`config.mk`:
```
export PLATFORM = sky130hd
export DESIGN_NAME = csdps_front
export DESIGN_NICKNAME = d
export VERILOG_FILES = /design/src/rtl/core/csdps_pkg.sv /design/src/rtl/core/csdps_front.sv
export SDC_FILE = /design/constraint.sdc
export NUM_CORES = 1
export LEC_CHECK = 0
export BUFFER_PORTS_ARGS = -buffer_cell sky130_fd_sc_hd__buf_2
export CORE_MARGIN = 3
export CORE_UTILIZATION = 45
export CTS_BUF_LIST = sky130_fd_sc_hd__clkbuf_8
export CTS_CLUSTER_DIAMETER = 40
export DETAILED_ROUTE_END_ITERATION = 8
export PLACE_DENSITY_LB_ADDON = 0.15
export SLEW_MARGIN = 25
export SYNTH_ARGS = -nofsm -noshare
export SYNTH_HDL_FRONTEND = slang
export SYNTH_SLANG_ARGS = --single-unit
```
`constraint.sdc`:
```
create_clock -name clk_i -period 3.1 [get_ports clk_i]
set_clock_uncertainty 0.1 [all_clocks]
set_input_delay 0.775 -clock clk_i [delete_from_list [all_inputs] [get_ports clk_i]]
set_output_delay 0.775 -clock clk_i [all_outputs]
set_load 0.03 [all_outputs]
```
`src/rtl/core/csdps_pkg.sv`:
```
// ----------------------------------------------------------------------------
// csdps_pkg
// Shared types and constants of the pair scoring core.
// ----------------------------------------------------------------------------
`default_nettype none

package csdps_pkg;

  localparam int unsigned ScoreW     = 16;
  localparam int unsigned IndexW     = 12;
  localparam int unsigned NumW       = 17;  // exact Q.15 magnitudes
  localparam int unsigned RootW      = 16;  // floor(sqrt(s << 15)) < 2^16
  localparam int unsigned RadW       = 32;  // radicand s << 15
  localparam int unsigned DivW       = NumW + 8;  // numerator << 8
  localparam int unsigned CfgIdxW    = 2;
  localparam int unsigned QueueDepth = 2;

  localparam logic [ScoreW-1:0] ScoreMax = '1;

  localparam logic [CfgIdxW-1:0] CFG_C_THRESHOLD = 2'd0;
  localparam logic [CfgIdxW-1:0] CFG_S_THRESHOLD = 2'd1;
  localparam logic [CfgIdxW-1:0] CFG_D_THRESHOLD = 2'd2;

  typedef enum logic [1:0] {
    CLASS_NONE      = 2'd0,
    CLASS_CONSERVED = 2'd1,
    CLASS_SPECIFIC  = 2'd2,
    CLASS_DIFFER    = 2'd3
  } pair_class_e;

  typedef struct packed {
    logic signed [15:0] avg_corr_a;
    logic signed [15:0] avg_corr_b;
    logic signed [15:0] var_a;
    logic signed [15:0] var_b;
    logic [IndexW-1:0]  pair_first;
    logic [IndexW-1:0]  pair_second;
  } in_item_t;

  typedef struct packed {
    logic [ScoreW-1:0] c_score;
    logic [ScoreW-1:0] s_score;
    logic [ScoreW-1:0] d_score;
    pair_class_e       pair_class;
    logic              zero_spread;
    logic [IndexW-1:0] out_first;
    logic [IndexW-1:0] out_second;
  } out_item_t;

  // Pair with its spread and score numerators, handed from front to back.
  typedef struct packed {
    logic [NumW-1:0]   spread;
    logic [NumW-1:0]   c_num;
    logic [NumW-1:0]   s_num;
    logic [NumW-1:0]   d_num;
    logic [IndexW-1:0] first;
    logic [IndexW-1:0] second;
  } work_t;

  typedef struct packed {
    logic [ScoreW-1:0] c_thr;
    logic [ScoreW-1:0] s_thr;
    logic [ScoreW-1:0] d_thr;
  } thresholds_t;

endpackage

`default_nettype wire

```
`src/rtl/core/csdps_front.sv`:
```
// ----------------------------------------------------------------------------
// csdps_front
// Accepts pairs, forms the spread magnitude and the three score numerators.
// ----------------------------------------------------------------------------
`default_nettype none

module csdps_front (
  input  wire logic              clk_i,
  input  wire logic              rst_ni,
  input  wire logic              in_valid_i,
  output logic                   in_ready_o,
  input  wire csdps_pkg::in_item_t in_item_i,
  output logic                   push_o,
  output csdps_pkg::work_t       push_data_o,
  input  wire logic              full_i
);

  logic               valid_q, valid_d;
  csdps_pkg::work_t   work_q, work_d;
  logic signed [16:0] sum_ab, sum_v;
  logic [15:0]        mag_a, mag_b;
  logic [16:0]        c_mag;

  assign push_o      = valid_q && !full_i;
  assign in_ready_o  = !valid_q || !full_i;
  assign push_data_o = work_q;

  always_comb begin
    sum_ab = {in_item_i.avg_corr_a[15], in_item_i.avg_corr_a}
           + {in_item_i.avg_corr_b[15], in_item_i.avg_corr_b};
    sum_v  = {in_item_i.var_a[15], in_item_i.var_a}
           + {in_item_i.var_b[15], in_item_i.var_b};
    mag_a  = in_item_i.avg_corr_a[15] ? 16'(-in_item_i.avg_corr_a)
                                      : 16'(in_item_i.avg_corr_a);
    mag_b  = in_item_i.avg_corr_b[15] ? 16'(-in_item_i.avg_corr_b)
                                      : 16'(in_item_i.avg_corr_b);
    c_mag  = sum_ab[16] ? 17'(-sum_ab) : 17'(sum_ab);
    work_d.spread = sum_v[16] ? 17'(-sum_v) : 17'(sum_v);
    work_d.c_num  = c_mag;
    work_d.s_num  = (mag_a > mag_b) ? 17'(mag_a - mag_b) : 17'(mag_b - mag_a);
    work_d.d_num  = 17'(mag_a) + 17'(mag_b) - c_mag;
    work_d.first  = in_item_i.pair_first;
    work_d.second = in_item_i.pair_second;
  end

  always_comb begin
    valid_d = valid_q;
    if (in_ready_o) begin
      valid_d = in_valid_i;
    end
  end

  always_ff @(posedge clk_i or negedge rst_ni) begin
    if (!rst_ni) begin
      valid_q <= 1'b0;
    end else begin
      valid_q <= valid_d;
    end
  end

  always_ff @(posedge clk_i) begin
    if (in_ready_o && in_valid_i) begin
      work_q <= work_d;
    end
  end

endmodule

`default_nettype wire

```
Yosys cells after proc, flatten, opt, wreduce, memory -nomap -nowiden. Index checks and enable logic that the tools add are counted.

Add/subtract/negate cells: 10. $lt $le $gt $ge: 1. Mux-type cells: 5. Reductions and logical operators: 5.

Operators by type and width (count): adder 16 x 16 -> 17 bit (3); two-way mux 16 bit (3); two-way mux 17 bit (2); negator 17 bit (2); subtractor 16 x 16 -> 17 bit (2); negator 16 bit (2); subtractor 17 bit (1); greater-than comparator 16 bit (1); logical AND 1 bit (2); zero test 1 bit (2); logical OR 1 bit (1).

Bits in registers: 93. Bits of input ports: 92. Output and inout bits: 94. Word-level logic and storage cells: 29.

Depth between registers and ports, before layout. Gate-level depths: netlist (run 1).

Word-level depth: 4. Gate-level depth with buffers: 23. Depth with buffers taken out: 22.

Worst setup path before layout (run 1). No wires, ideal clock.

Path type: input -> register. Start point: input in_item_i[56] (netlist bit). End point: register work_q, in the netlist push_data_o[40], data pin. Setup time: 0.268 ns. Data arrival time: 5.248 ns. Data required time: 2.732 ns. Slack: -2.515 ns. Stages on the path: 22. Buffers on the path: 1. Cell sequence: ha_1 -> inv_1 -> fa_1 -> nor2b_1 -> o31a_4 -> o221ai_2 -> o21a_4 -> o21ai_0 -> and2_1 -> clkbuf_1 -> nor2_1 -> xor2_1 -> fa_1 -> ha_1 -> nor2b_1 -> o31a_1 -> o211ai_1 -> nand2_1 -> a2111oi_0 -> o21bai_1 -> a21oi_1 -> xnor3_1.

RTL lines: start, declared (line csdps_front.sv:12) `input wire csdps_pkg::in_item_t in_item_i,`; end signal, assigned (line csdps_front.sv:63) `work_q <= work_d;`; end, declared (line csdps_front.sv:19) `csdps_pkg::work_t work_q, work_d;`.

==> results of run 1 <==
-- what timing repair did --
action                                 4_1_cts  5_1_grt
hold buffers                                 1        0
setup endpoints to repair                   44       52
endpoints found under the hold margin        1        0
setup buffers                               19       10
pin swaps                                   40       29
gates resized for setup                     83       52
cloned                                       2        0
-- cells by family after synthesis --
logic type | after synthesis | synth area share, %
AOI/OAI and AO/OA | 237 | 19.19
DFF | 92 | 32.58
buffers and inverters | 81 | 3.755
muxes | 18 | 2.158
and+or+nand+nor | 204 | 12.98
adders and majority gates | 104 | 17.15
xor gates and xnor gates | 114 | 12.18
-- sequential cells by signal, summed over array words and instances (netlist names) --
name,flops
push_data_o,91
valid_q,1
-- cells in the final DEF (no fill, tap or decap), types with 33 or more instances in the layout --
cell,instances
a21oi_1,48
buf_2,179
buf_4,310
edfxtp_1,91
ha_1,72
inv_1,59
nor2_1,48
o21ai_0,33
xnor2_1,60
-- tightest hold or removal path, stage by stage (launching register included) --
cell and delay [ns]:
dfrtp_1 0.36, nand2_1 0.08, nand2b_1 0.07
-- power groups by stage --
stage / registers, mW / logic [mW] / clock network (mW)
after global routing: 1.88 / 5.95 / 0.923
after CTS: 1.86 / 5.32 / 0.876
after floorplan: 2.37 / 2.43 / 0
after detailed placement: 1.88 / 4.86 / 0
final: 1.85 / 5.53 / 0.857
after global placement: 1.88 / 4.78 / 0
-- through the flow --
| step | worst slack, ns | hold slack, ns |
|---|---|---|
| floorplan | -1.995 | 0.3794 |
| global placement | -2.301 | 0.3951 |
| global route | -1.931 | 0.4281 |
| detailed placement | -2.395 | 0.4113 |
| CTS | -1.720 | 0.4195 |
| finish | -1.760 | 0.4379 |
-- layout make-up --
type	instances	area [sq um]	share of cell area (%)
clock buffers	9	123.9	0.9223
clock inverters	7	80.08	0.5962
inverters	64	240.2	1.789
multi-input cells	678	6294	46.86
flip-flops and latches	92	2758	20.53
well taps	229	286.5	2.133
repair buffers	522	3649	27.17
-- how the worst max path moves through the flow --
stage                  start               to  slack [ns]  depth (start not counted)
6_report       in_item_i[56]  push_data_o[39]       -1.76                         21
5_1_grt        in_item_i[57]  push_data_o[33]       -1.93                         22
4_1_cts        in_item_i[56]  push_data_o[39]       -1.72                         21
3_5_place_dp   in_item_i[56]  push_data_o[40]       -2.39                         22
3_3_place_gp   in_item_i[56]  push_data_o[40]       -2.30                         21
2_1_floorplan  in_item_i[56]  push_data_o[39]       -1.99                         21
-- layer usage --
metal | vias to the layer above | share of wire, % | track usage [%]
li1 | 4157 | - | -
met1 | 3941 | 41 | 29.48
met5 | - | 0 | 0
met3 | 52 | 4.6 | 3.650
met4 | 0 | 3.1 | 8.754
met2 | 221 | 51 | 45.30
==> report_table.html, run 1 <==
<table>
<tr><th>Metric</th><th>Value</th></tr>
<tr><th colspan="2">Critical path</th></tr>
<tr><td>Top Family by Delay on Critical Path</td><td>compound AO/OA/AOI/OAI gates</td></tr>
<tr><td>Highest fanout seen on the critical path</td><td>5</td></tr>
<tr><td>Critical path data required time</td><td>3.15 ns</td></tr>
<tr><td>CP bufs+invs</td><td>2</td></tr>
<tr><td>Reg2Reg Capture Point</td><td>push_data_o[86]</td></tr>
<tr><td>Class of the most critical setup path</td><td>in2reg</td></tr>
<tr><td>Length in cells of the worst reg-to-reg path</td><td>3</td></tr>
<tr><td>Critical path arrival</td><td>4.91 ns</td></tr>
<tr><td>Crit-path cells</td><td>buf_8 -&gt; ha_4 -&gt; inv_2 -&gt; fa_2 -&gt; nor2b_4 -&gt; o31a_4 -&gt; o221ai_4 -&gt; o21a_4 -&gt; o21ai_4 -&gt; nand2_4 -&gt; o21a_1 -&gt; fa_1 -&gt; ha_1 -&gt; a21o_1 -&gt; a21oi_2 -&gt; nor2b_1 -&gt; o21a_1 -&gt; o41a_1 -&gt; a21o_1 -&gt; o41ai_2 -&gt; xnor2_1</td></tr>
<tr><td>Reg2reg setup slack</td><td>1.49 ns</td></tr>
<tr><td>RR Startpoint</td><td>valid_q</td></tr>
<tr><td>Startpoint types</td><td>input port</td></tr>
<tr><td>Max stage delay cell, worst path</td><td>fa_1</td></tr>
<tr><td>Worst stage delay on the critical path</td><td>0.51 ns</td></tr>
<tr><td>Worst setup EP type</td><td>flip-flop</td></tr>
<tr><th colspan="2">Clock tree</th></tr>
<tr><td>TritonCTS Buffers</td><td>9</td></tr>
<tr><td>Clock buffer depth</td><td>2</td></tr>
<tr><td>Clock tree from TritonCTS</td><td>yes</td></tr>
<tr><td>Total number of clock tree sinks</td><td>92</td></tr>
<tr><td>CTS HTree Levels</td><td>3</td></tr>
<tr><td>Clock insertion delay at the later pin of the skew report</td><td>0.39 ns</td></tr>
<tr><td>Clock edge transition at the registers on the reported setup and hold paths</td><td>0.10 ns</td></tr>
<tr><td>Clock Root Buffer</td><td>clkbuf_8</td></tr>
<tr><th colspan="2">Drt</th></tr>
<tr><td>Total wirelength of the detailed-routed design</td><td>25,890 um</td></tr>
<tr><td>Antenna viol nets, final</td><td>0</td></tr>
<tr><td>Via total after detailed routing</td><td>8,371</td></tr>
<tr><td>Router iterations before antenna repair</td><td>5</td></tr>
<tr><td>DRC</td><td>0</td></tr>
<tr><td>DRC marker count from the first detailed-route iteration</td><td>328</td></tr>
<tr><td>DR WL/cell</td><td>16.17 um</td></tr>
<tr><td>Routed via count divided by cell count</td><td>5.229</td></tr>
<tr><th colspan="2">Logic synthesis</th></tr>
<tr><td>Most common flop cell mapped by yosys</td><td>edfxtp_1</td></tr>
<tr><td>Cell variety after synth</td><td>80</td></tr>
<tr><td>Number of synthesized flops with an enable pin</td><td>91</td></tr>
<tr><td>Post-Synthesis Net Count</td><td>1,046</td></tr>
<tr><td>YS warnings</td><td>0</td></tr>
<tr><td>Number of register bits inferred by synthesis</td><td>92</td></tr>
<tr><td>Synth top cells by count</td><td>edfxtp_1 (91), ha_1 (84), xnor2_1 (75), inv_1 (64), a21oi_1 (60)</td></tr>
<tr><td>Cell accounting for the most synthesized area</td><td>edfxtp_1</td></tr>
<tr><td>Portion of synthesized cell area occupied by the leading cell type</td><td>32.29%</td></tr>
<tr><td>Sequential-to-total area share from yosys stat</td><td>32.58%</td></tr>
<tr><td>Dominant cells by area after synthesis</td><td>edfxtp_1 (32%), ha_1 (12%), xnor2_1 (7.8%)</td></tr>
<tr><td>Most frequent cell after synthesis</td><td>edfxtp_1</td></tr>
<tr><td>Syn_area_per_cell</td><td>9.957 sq um</td></tr>
<tr><td>Share of flip-flops with an asynchronous set or reset</td><td>1.087%</td></tr>
<tr><td>Cells after Synth</td><td>850</td></tr>
<tr><td>Post-synthesis instance area</td><td>0.008463 sq mm</td></tr>
<tr><th colspan="2">GRT</th></tr>
<tr><td>First-pass GRT wire length</td><td>40,530 um</td></tr>
<tr><td>Global-route usage over all layers</td><td>24.77%</td></tr>
<tr><td>Vias in the first global route</td><td>8,537</td></tr>
<tr><td>Largest net degree at the start of global routing</td><td>35</td></tr>
<tr><td>Antenna violations before repair</td><td>0</td></tr>
<tr><td>Residual overflow from global routing</td><td>0</td></tr>
<tr><th colspan="2">Timing</th></tr>
<tr><td>Achievable Freq</td><td>205.7 MHz</td></tr>
<tr><td>Hold Vio Cnt, Final</td><td>0</td></tr>
<tr><td>Final total negative setup slack</td><td>-42.23 ns</td></tr>
<tr><td>Share of the cycle needed by the critical path after routing</td><td>156.8%</td></tr>
<tr><td>Number of max-slew violations in the final report</td><td>0</td></tr>
<tr><td>Unrepaired setup endpoints after global routing</td><td>yes</td></tr>
<tr><td>Worst Max-Slew Pin Slew</td><td>0.5757 ns</td></tr>
<tr><td>Setup slack of the critical path after layout</td><td>-1.760 ns</td></tr>
<tr><td>Final setup vio count</td><td>38</td></tr>
<tr><td>Minimum clock period after layout</td><td>4.860 ns</td></tr>
<tr><td>Worst max-slew margin expressed relative to the limit</td><td>61.34%</td></tr>
<tr><th colspan="2">Power</th></tr>
<tr><td>Power consumption</td><td>8.236 mW</td></tr>
<tr><td>Peak supply drop</td><td>0.0003356 V</td></tr>
<tr><td>Power share of the combinational group</td><td>67.1%</td></tr>
<tr><td>Cell Int Power</td><td>4.787 mW</td></tr>
<tr><td>Switching power</td><td>3.449 mW</td></tr>
<tr><td>Flop pwr share</td><td>22.5%</td></tr>
<tr><td>Clock Power Share</td><td>10.4%</td></tr>
<tr><td>Pwr/cell area</td><td>613.3 mW/mm^2</td></tr>
<tr><td>Cell leakage power</td><td>6.212 nW</td></tr>
<tr><td>Switching part of the total power</td><td>41.87%</td></tr>
<tr><th colspan="2">Flow run</th></tr>
<tr><td>Max-cap viol count</td><td>0</td></tr>
<tr><th colspan="2">Min path</th></tr>
<tr><td>Hold path start</td><td>valid_q</td></tr>
<tr><td>Worst Hold Path Cells</td><td>2</td></tr>
<tr><td>Kind of path behind the tightest hold check</td><td>reg2reg</td></tr>
<tr><td>Endpoint of the worst hold path</td><td>valid_q</td></tr>
<tr><th colspan="2">Placement</th></tr>
<tr><td>Cell count after placement</td><td>1,558</td></tr>
<tr><td>Final GP Congestion</td><td>0.9040</td></tr>
<tr><td>Number of buffers added on ports</td><td>185</td></tr>
<tr><td>Post-DP HPWL</td><td>20,230 um</td></tr>
<tr><td>Total placed instance area</td><td>0.01232 sq mm</td></tr>
<tr><th colspan="2">Floorplanning</th></tr>
<tr><td>Starting utilization of the core area</td><td>46.48%</td></tr>
<tr><td>Die width</td><td>143.1 um</td></tr>
<tr><td>Core region area</td><td>0.01821 sq mm</td></tr>
<tr><td>Total Die Area</td><td>0.02049 sq mm</td></tr>
<tr><td>Die outline height</td><td>143.1 um</td></tr>
<tr><td>Total number of placement rows</td><td>49</td></tr>
<tr><td>I/O Pins</td><td>186</td></tr>
<tr><th colspan="2">Final layout</th></tr>
<tr><td>Non-filler instance count after layout</td><td>1,601</td></tr>
<tr><td>Final-stage net count</td><td>1,563</td></tr>
<tr><td>Syn-to-layout area delta</td><td>58.69%</td></tr>
<tr><td>Antenna diode count</td><td>0</td></tr>
<tr><td>Total of fill cells in the finished design</td><td>1,299</td></tr>
<tr><td>Final cell area excluding filler cells</td><td>0.01343 sq mm</td></tr>
<tr><td>Share of post-route cells with drive strength above 1</td><td>49.78%</td></tr>
<tr><td>Core utilization of the finished layout</td><td>73.76%</td></tr>
<tr><th colspan="2">Run status</th></tr>
<tr><td>Result of the run</td><td>finished, violations left</td></tr>
<tr><td>Violated checks</td><td>setup timing</td></tr>
</table>
Note: power is estimated with default switching activity, not from simulation.
==> run 2, diff against run 1 <==
==> constraint.sdc (replaced) <==
create_clock -name clk_i -period 4.7 [get_ports clk_i]
set_clock_uncertainty 0.1 [all_clocks]
set_input_delay 1.175 -clock clk_i [delete_from_list [all_inputs] [get_ports clk_i]]
set_output_delay 1.175 -clock clk_i [all_outputs]
set_load 0.03 [all_outputs]
==> report_table.html, run 2 (synthesis results as in run 1) <==
<table>
<tr><th>Metric</th><th>Value</th></tr>
<tr><th colspan="2">Final layout</th></tr>
<tr><td>Total of fill cells in the finished design</td><td>1,443 (+11%)</td></tr>
<tr><td>Syn-to-layout area delta</td><td>49.20%</td></tr>
<tr><td>Non-filler instance count after layout</td><td>1,526 (-4.7%)</td></tr>
<tr><td>Share of post-route cells with drive strength above 1</td><td>45.26% (-4.5 points)</td></tr>
<tr><td>Antenna diode count</td><td>0 (unchanged)</td></tr>
<tr><td>Core utilization of the finished layout</td><td>69.35% (-4.4 points)</td></tr>
<tr><td>Leading cell type in the layout, fill and taps excluded</td><td>buf_4</td></tr>
<tr><td>Final-stage net count</td><td>1,488 (-4.8%)</td></tr>
<tr><td>Number of flip-flops in the largest register</td><td>91 (unchanged)</td></tr>
<tr><td>Commonest cells after routing, fill and taps aside</td><td>buf_4 (240), buf_2 (181), edfxtp_1 (91)</td></tr>
<tr><th colspan="2">GRT</th></tr>
<tr><td>Global-route usage over all layers</td><td>22.95% (-1.8 points)</td></tr>
<tr><td>Antenna violations before repair</td><td>0 (unchanged)</td></tr>
<tr><td>First-pass GRT wire length</td><td>37,490 um (-7.5%)</td></tr>
<tr><td>Vias in the first global route</td><td>7,845 (-8.1%)</td></tr>
<tr><td>Largest net degree at the start of global routing</td><td>50 (+43%)</td></tr>
<tr><td>Residual overflow from global routing</td><td>0 (unchanged)</td></tr>
<tr><th colspan="2">Placement</th></tr>
<tr><td>Post-DP HPWL</td><td>19,290 um (-4.7%)</td></tr>
<tr><td>Final GP Congestion</td><td>0.9055 (+0.17%)</td></tr>
<tr><td>Cell count after placement</td><td>1,480 (-5.0%)</td></tr>
<tr><td>Post-placement setup slack</td><td>-1.189 ns (+1.206 ns)</td></tr>
<tr><td>Number of buffers added on ports</td><td>185 (unchanged)</td></tr>
<tr><th colspan="2">Drt</th></tr>
<tr><td>Antenna viol nets, final</td><td>0 (unchanged)</td></tr>
<tr><td>DRC marker count from the first detailed-route iteration</td><td>295 (-10%)</td></tr>
<tr><td>Total wirelength of the detailed-routed design</td><td>24,210 um (-6.5%)</td></tr>
<tr><td>DRC</td><td>0 (unchanged)</td></tr>
<tr><td>DR WL/cell</td><td>15.87 um (-1.9%)</td></tr>
<tr><td>Via total after detailed routing</td><td>7,990 (-4.6%)</td></tr>
<tr><td>Routed via count divided by cell count</td><td>5.236 (+0.14%)</td></tr>
<tr><td>Router iterations before antenna repair</td><td>5 (unchanged)</td></tr>
<tr><th colspan="2">Power</th></tr>
<tr><td>Cell Int Power</td><td>3.126 mW (-35%)</td></tr>
<tr><td>Switching part of the total power</td><td>41.85% (about the same)</td></tr>
<tr><td>Pwr/cell area</td><td>425.7 mW/mm^2 (-31%)</td></tr>
<tr><td>Peak supply drop</td><td>0.0002150 V (-36%)</td></tr>
<tr><td>Switching power</td><td>2.250 mW (-35%)</td></tr>
<tr><td>Cell leakage power</td><td>5.769 nW (-7.1%)</td></tr>
<tr><td>Clock Power Share</td><td>10.6% (+0.2 points)</td></tr>
<tr><td>Flop pwr share</td><td>22.6% (about the same)</td></tr>
<tr><td>Power share of the combinational group</td><td>66.7% (-0.4 points)</td></tr>
<tr><th colspan="2">Floorplanning</th></tr>
<tr><td>Core region area</td><td>0.01821 sq mm (unchanged)</td></tr>
<tr><td>Starting utilization of the core area</td><td>46.48% (unchanged)</td></tr>
<tr><td>I/O Pins</td><td>186 (unchanged)</td></tr>
<tr><td>Total number of placement rows</td><td>49 (unchanged)</td></tr>
<tr><td>Die width</td><td>143.1 um (unchanged)</td></tr>
<tr><td>Total Die Area</td><td>0.02049 sq mm (unchanged)</td></tr>
<tr><td>Die outline height</td><td>143.1 um (unchanged)</td></tr>
<tr><th colspan="2">Clock tree</th></tr>
<tr><td>Total number of clock tree sinks</td><td>92 (unchanged)</td></tr>
<tr><td>Clock insertion delay at the later pin of the skew report</td><td>0.38 ns (about the same)</td></tr>
<tr><td>TritonCTS Buffers</td><td>9 (unchanged)</td></tr>
<tr><td>Clock Root Buffer</td><td>clkbuf_8</td></tr>
<tr><td>CTS HTree Levels</td><td>3 (unchanged)</td></tr>
<tr><td>Clock edge transition at the registers on the reported setup and hold paths</td><td>0.12 ns (+0.02 ns)</td></tr>
<tr><td>Clock buffer depth</td><td>2 (unchanged)</td></tr>
<tr><td>Clock tree from TritonCTS</td><td>yes</td></tr>
<tr><th colspan="2">Run status</th></tr>
<tr><td>Violated checks</td><td>setup timing</td></tr>
<tr><td>Result of the run</td><td>finished, violations left</td></tr>
<tr><th colspan="2">Timing</th></tr>
<tr><td>Unrepaired setup endpoints after global routing</td><td>yes</td></tr>
<tr><td>Worst max-slew margin expressed relative to the limit</td><td>52.83% (-8.5 points)</td></tr>
<tr><td>Setup slack of the critical path after layout</td><td>-0.6445 ns (+1.116 ns)</td></tr>
<tr><td>Final setup vio count</td><td>27 (-29%)</td></tr>
<tr><td>Worst hold slack across all endpoints</td><td>0.4388 ns (+0.0009490 ns)</td></tr>
<tr><td>Hold Vio Cnt, Final</td><td>0 (unchanged)</td></tr>
<tr><td>Share of the cycle needed by the critical path after routing</td><td>113.7%</td></tr>
<tr><td>Achievable Freq</td><td>187.1 MHz</td></tr>
<tr><td>Minimum clock period after layout</td><td>5.345 ns</td></tr>
<tr><td>Number of max-slew violations in the final report</td><td>0 (unchanged)</td></tr>
<tr><td>Worst Max-Slew Pin Slew</td><td>0.6966 ns (+0.1209 ns)</td></tr>
<tr><th colspan="2">Critical path</th></tr>
<tr><td>Critical path data required time</td><td>4.75 ns (+1.60 ns)</td></tr>
<tr><td>Startpoint types</td><td>input port</td></tr>
<tr><td>Worst setup EP type</td><td>flip-flop</td></tr>
<tr><td>Highest fanout seen on the critical path</td><td>3 (-2)</td></tr>
<tr><td>Top Family by Delay on Critical Path</td><td>compound AO/OA/AOI/OAI gates</td></tr>
<tr><td>Critical path arrival</td><td>5.40 ns (+0.49 ns)</td></tr>
<tr><td>Worst stage delay on the critical path</td><td>0.53 ns (+0.02 ns)</td></tr>
<tr><td>Max stage delay cell, worst path</td><td>fa_1</td></tr>
<tr><td>CP bufs+invs</td><td>5 (+3)</td></tr>
<tr><td>Class of the most critical setup path</td><td>in2reg</td></tr>
<tr><td>Crit-path cells</td><td>buf_8 -&gt; ha_4 -&gt; inv_2 -&gt; fa_2 -&gt; nor2b_2 -&gt; o31a_4 -&gt; buf_6 -&gt; buf_6 -&gt; o22ai_4 -&gt; xor2_2 -&gt; nand4b_4 -&gt; or2_1 -&gt; o31a_1 -&gt; xnor2_2 -&gt; fa_1 -&gt; ha_4 -&gt; buf_4 -&gt; and3_4 -&gt; a2111oi_4 -&gt; o21bai_1 -&gt; a21oi_1 -&gt; xnor3_1</td></tr>
<tr><th colspan="2">Min path</th></tr>
<tr><td>Kind of path behind the tightest hold check</td><td>in2async</td></tr>
<tr><th colspan="2">Flow run</th></tr>
<tr><td>Max-cap viol count</td><td>0 (unchanged)</td></tr>
</table>
==> run 2: cell count changes in the layout (fill, tap and decap cells not counted), sizes merged <==
cell,previous run,this run
buf,521,448
nand2,38,37
dlygate4sd3,1,0
==> run 2: stage by stage <==
step	TNS, ns	instance area [sq um]	total power [mW]
after floorplan	-5.808	8715	3.133
after global placement	-20.34	11570	4.233
after detailed placement	-22.06	11570	4.294
after CTS	-5.298	12300	5.214
after global routing	-9.258	12630	5.713
final	-7.163	12630	5.376
==> run 2: routing by layer <==
metal	global-route usage, %	routed length, um	vias to the layer above
met2	41.25	12310	211
met1	27.78	10160	3743
met5	0	0	-
met3	3.483	1046	39
li1	-	-	3997
met4	8.404	690	0
==> run 2: layout make-up <==
cell class | instances | area (sq um) | area share, %
timing repair buffer | 448 | 3044 | 24.11
multi-input combinational | 677 | 6092 | 48.25
clock buffer | 9 | 123.9 | 0.9810
sequential | 92 | 2758 | 21.84
tap | 229 | 286.5 | 2.269
inverter | 64 | 242.7 | 1.922
clock inverter | 7 | 80.08 | 0.6342
==> run 2: worst paths after layout <==
check	from	end	slack (ns)	depth (start not counted)
min reg2reg	valid_q	valid_q	0.45	2
max	in_item_i[72]	push_data_o[40]	-0.64	22
min in group clk_i	valid_q	valid_q	0.45	2
max reg2reg	valid_q	push_data_o[75]	2.74	3
max in group asynchronous	rst_ni	valid_q	3.98	1
min	rst_ni	valid_q	0.44	1
==> run 2: power groups by stage <==
stage	registers [mW]	clock network [mW]	logic, mW
final	1.22	0.571	3.59
after floorplan	1.56	0	1.57
after CTS	1.22	0.593	3.40
after global routing	1.23	0.620	3.86
after detailed placement	1.24	0	3.06
after global placement	1.24	0	3.00
==> run 2: repair_timing <==
action,4_1_cts,5_1_grt
hold buffers,0,0
setup endpoints to repair,27,28
hold endpoints to repair,0,0
buffers inserted,20,12
pin swaps,50,48
resized for setup,74,49
==> run 3, diff against run 2 <==
==> constraint.sdc (replaced) <==
create_clock -name clk_i -period 6.24 [get_ports clk_i]
set_clock_uncertainty 0.1 [all_clocks]
set_input_delay 1.56 -clock clk_i [delete_from_list [all_inputs] [get_ports clk_i]]
set_output_delay 1.56 -clock clk_i [all_outputs]
set_load 0.03 [all_outputs]
==> report_table.html, run 3 (synthesis results as in run 1) <==
<table>
<tr><th>Metric</th><th>Value</th></tr>
<tr><th colspan="2">Run status</th></tr>
<tr><td>Result of the run</td><td>finished clean</td></tr>
<tr><th colspan="2">Clock tree</th></tr>
<tr><td>TritonCTS Buffers</td><td>9 (unchanged)</td></tr>
<tr><td>Post-CTS setup-driven buffer insertion count</td><td>0 (-100%)</td></tr>
<tr><td>CTS HTree Levels</td><td>3 (unchanged)</td></tr>
<tr><td>Total number of clock tree sinks</td><td>92 (unchanged)</td></tr>
<tr><td>Clock buffer depth</td><td>2 (unchanged)</td></tr>
<tr><td>Clock tree from TritonCTS</td><td>yes</td></tr>
<tr><td>Clock edge transition at the registers on the reported setup and hold paths</td><td>0.10 ns (-0.02 ns)</td></tr>
<tr><td>Clock insertion delay at the later pin of the skew report</td><td>0.38 ns (about the same)</td></tr>
<tr><td>Clock Root Buffer</td><td>clkbuf_8</td></tr>
<tr><th colspan="2">Critical path</th></tr>
<tr><td>End of the critical path</td><td>push_data_o[40]</td></tr>
<tr><td>Critical Path Source</td><td>in_item_i[56]</td></tr>
<tr><td>Worst setup EP type</td><td>flip-flop</td></tr>
<tr><td>Reg2reg setup slack</td><td>4.10 ns (+1.36 ns)</td></tr>
<tr><td>Worst stage delay on the critical path</td><td>0.49 ns (-0.04 ns)</td></tr>
<tr><td>Critical path arrival</td><td>5.98 ns (+0.58 ns)</td></tr>
<tr><td>Reg2Reg Capture Point</td><td>push_data_o[67]</td></tr>
<tr><td>Max stage delay cell, worst path</td><td>fa_1</td></tr>
<tr><td>Critical path data required time</td><td>6.28 ns (+1.53 ns)</td></tr>
<tr><td>Class of the most critical setup path</td><td>in2reg</td></tr>
<tr><td>Crit-path cells</td><td>buf_2 -&gt; ha_1 -&gt; inv_1 -&gt; fa_1 -&gt; nor2b_2 -&gt; o31a_4 -&gt; o221ai_2 -&gt; o21a_4 -&gt; o21ai_4 -&gt; and2_4 -&gt; nor2_1 -&gt; xor2_1 -&gt; fa_1 -&gt; ha_1 -&gt; nor2b_1 -&gt; o31a_1 -&gt; o211ai_1 -&gt; nand2_1 -&gt; a2111oi_2 -&gt; o21bai_1 -&gt; a21oi_1 -&gt; xnor3_1</td></tr>
<tr><td>RR Startpoint</td><td>valid_q</td></tr>
<tr><td>Length in cells of the worst reg-to-reg path</td><td>3 (unchanged)</td></tr>
<tr><td>Highest fanout seen on the critical path</td><td>3 (unchanged)</td></tr>
<tr><td>Startpoint types</td><td>input port</td></tr>
<tr><th colspan="2">Final layout</th></tr>
<tr><td>Leading cell type in the layout, fill and taps excluded</td><td>buf_2</td></tr>
<tr><td>Final-stage net count</td><td>1,323 (-11%)</td></tr>
<tr><td>Commonest cells after routing, fill and taps aside</td><td>buf_2 (185), buf_4 (98), edfxtp_1 (91)</td></tr>
<tr><td>Core utilization of the finished layout</td><td>58.22% (-11 points)</td></tr>
<tr><td>Antenna diode count</td><td>0 (unchanged)</td></tr>
<tr><td>Syn-to-layout area delta</td><td>25.27%</td></tr>
<tr><td>Share of post-route cells with drive strength above 1</td><td>29.42% (-16 points)</td></tr>
<tr><td>Number of flip-flops in the largest register</td><td>91 (unchanged)</td></tr>
<tr><th colspan="2">Timing</th></tr>
<tr><td>Hold Vio Cnt, Final</td><td>0 (unchanged)</td></tr>
<tr><td>Final setup vio count</td><td>0 (-100%)</td></tr>
<tr><td>Number of max-slew violations in the final report</td><td>0 (unchanged)</td></tr>
<tr><td>Worst max-slew margin expressed relative to the limit</td><td>48.69% (-4.1 points)</td></tr>
<tr><td>Worst Max-Slew Pin Slew</td><td>0.7616 ns (+0.06503 ns)</td></tr>
<tr><td>Minimum clock period after layout</td><td>5.942 ns</td></tr>
<tr><td>Share of the cycle needed by the critical path after routing</td><td>95.22%</td></tr>
<tr><td>Unrepaired setup endpoints after global routing</td><td>no</td></tr>
<tr><td>Setup slack of the critical path after layout</td><td>0.2984 ns (+0.9429 ns)</td></tr>
<tr><td>Achievable Freq</td><td>168.3 MHz</td></tr>
<tr><th colspan="2">Placement</th></tr>
<tr><td>Number of buffers added on ports</td><td>185 (unchanged)</td></tr>
<tr><td>Post-placement setup slack</td><td>-0.2729 ns (+0.9164 ns)</td></tr>
<tr><td>Post-DP HPWL</td><td>17,570 um (-8.9%)</td></tr>
<tr><td>Final GP Congestion</td><td>0.9064 (about the same)</td></tr>
<tr><th colspan="2">Floorplanning</th></tr>
<tr><td>Die outline height</td><td>143.1 um (unchanged)</td></tr>
<tr><td>Total Die Area</td><td>0.02049 sq mm (unchanged)</td></tr>
<tr><td>Core region area</td><td>0.01821 sq mm (unchanged)</td></tr>
<tr><td>I/O Pins</td><td>186 (unchanged)</td></tr>
<tr><td>Die width</td><td>143.1 um (unchanged)</td></tr>
<tr><td>Starting utilization of the core area</td><td>46.48% (unchanged)</td></tr>
<tr><td>Total number of placement rows</td><td>49 (unchanged)</td></tr>
<tr><th colspan="2">Power</th></tr>
<tr><td>Clock Power Share</td><td>13.3% (+2.7 points)</td></tr>
<tr><td>Switching power</td><td>1.392 mW (-38%)</td></tr>
<tr><td>Peak supply drop</td><td>0.0001862 V (-13%)</td></tr>
<tr><td>Cell leakage power</td><td>4.788 nW (-17%)</td></tr>
<tr><td>Flop pwr share</td><td>27.4% (+4.8 points)</td></tr>
<tr><td>Switching part of the total power</td><td>41.65% (-0.20 points)</td></tr>
<tr><td>Pwr/cell area</td><td>315.4 mW/mm^2 (-26%)</td></tr>
<tr><td>Cell Int Power</td><td>1.951 mW (-38%)</td></tr>
<tr><td>Power share of the combinational group</td><td>59.4% (-7.3 points)</td></tr>
<tr><th colspan="2">GRT</th></tr>
<tr><td>Antenna violations before repair</td><td>0 (unchanged)</td></tr>
<tr><td>Largest net degree at the start of global routing</td><td>53 (+6.0%)</td></tr>
<tr><td>First-pass GRT wire length</td><td>33,510 um (-11%)</td></tr>
<tr><td>Residual overflow from global routing</td><td>0 (unchanged)</td></tr>
<tr><td>Global-route usage over all layers</td><td>20.34% (-2.6 points)</td></tr>
<tr><td>Vias in the first global route</td><td>6,822 (-13%)</td></tr>
<tr><th colspan="2">Drt</th></tr>
<tr><td>Antenna viol nets, final</td><td>0 (unchanged)</td></tr>
<tr><td>Routed via count divided by cell count</td><td>5.342 (+2.0%)</td></tr>
<tr><td>DRC marker count from the first detailed-route iteration</td><td>409 (+39%)</td></tr>
<tr><td>DR WL/cell</td><td>15.63 um (-1.5%)</td></tr>
<tr><td>DRC</td><td>0 (unchanged)</td></tr>
<tr><td>Router iterations before antenna repair</td><td>5 (unchanged)</td></tr>
<tr><td>Total wirelength of the detailed-routed design</td><td>21,280 um (-12%)</td></tr>
<tr><td>Via total after detailed routing</td><td>7,270 (-9.0%)</td></tr>
<tr><th colspan="2">Flow run</th></tr>
<tr><td>Max-cap viol count</td><td>0 (unchanged)</td></tr>
<tr><th colspan="2">Min path</th></tr>
<tr><td>Kind of path behind the tightest hold check</td><td>reg2reg</td></tr>
</table>
## run 3: cell count changes in the layout (fill, tap and decap cells not counted), moves of 7 or more
cell	before	now
mux2i_1	8	16
a21oi_1	50	60
buf_6	21	0
xnor2_1	61	75
nand2_2	7	0
a21oi_2	8	0
xnor2_2	13	0
ha_1	73	84
buf_4	240	98
ha_4	10	0
## run 3: metal layers
layer / vias up / wire, um / track usage (%)
met1: 3354 / 9542 / 27.56
met4: 0 / 289 / 4.552
li1: 3673 / - / -
met2: 227 / 9973 / 34.17
met3: 16 / 1472 / 3.583
met5: - / 0 / 0
## run 3: cell type report
| class | instances | area, sq um |
|---|---|---|
| well taps | 229 | 286.5 |
| clock inverters | 7 | 90.09 |
| repair buffers | 283 | 1662 |
| flip-flops and latches | 92 | 2758 |
| clock buffers | 9 | 123.9 |
| multi-input cells | 677 | 5441 |
| inverters | 64 | 240.2 |
| fillers | 1669 | 7607 |
## run 3: what timing repair did
| action | 4_1_cts | 5_1_grt |
|---|---|---|
| hold buffers | 0 | 0 |
| setup endpoints to repair | 0 | 5 |
| resized for setup | 0 | 13 |
## run 3: worst max-delay path, delay by kind of cell
kind,cells,cell delay (ns)
AO/OA/AOI/OAI,9,1.80
AND/OR/NAND/NOR,5,0.70
buffers and inverters,2,0.16
adder cells (fa/ha/maj),4,1.38
XOR/XNOR,2,0.38
## run 3: how the worst min path moves through the flow
stage / from / end / slack [ns] / depth (start not counted)
after floorplan: valid_q / valid_q / 0.58 / 2
after global placement: valid_q / valid_q / 0.41 / 2
after detailed placement: valid_q / valid_q / 0.42 / 2
after CTS: valid_q / valid_q / 0.45 / 2
after global routing: valid_q / valid_q / 0.49 / 2
final: valid_q / valid_q / 0.44 / 2
## run 3: per-stage QoR
step / cell area, sq um / setup TNS (ns) / instances / hold WS (ns) / total power, mW
5_1_grt: 10600 / 0 / 1361 / 0.4854 / 3.597
4_1_cts: 10560 / 0 / 1361 / 0.4513 / 3.364
3_5_place_dp: 10340 / -0.7130 / 1345 / 0.4238 / 2.911
3_3_place_gp: 10340 / -0.2966 / 1345 / 0.4077 / 2.884
2_1_floorplan: 8471 / 0 / 850 / 0.5816 / 2.282
6_report: 10600 / 0 / 1361 / 0.4390 / 3.343
## run 3: power groups by stage
stage / combinational, mW / sequential (mW) / clock (mW)
3_3_place_gp: 1.95 / 0.932 / 0
6_report: 1.98 / 0.915 / 0.443
2_1_floorplan: 1.11 / 1.18 / 0
4_1_cts: 1.99 / 0.918 / 0.458
5_1_grt: 2.19 / 0.928 / 0.480
3_5_place_dp: 1.98 / 0.931 / 0
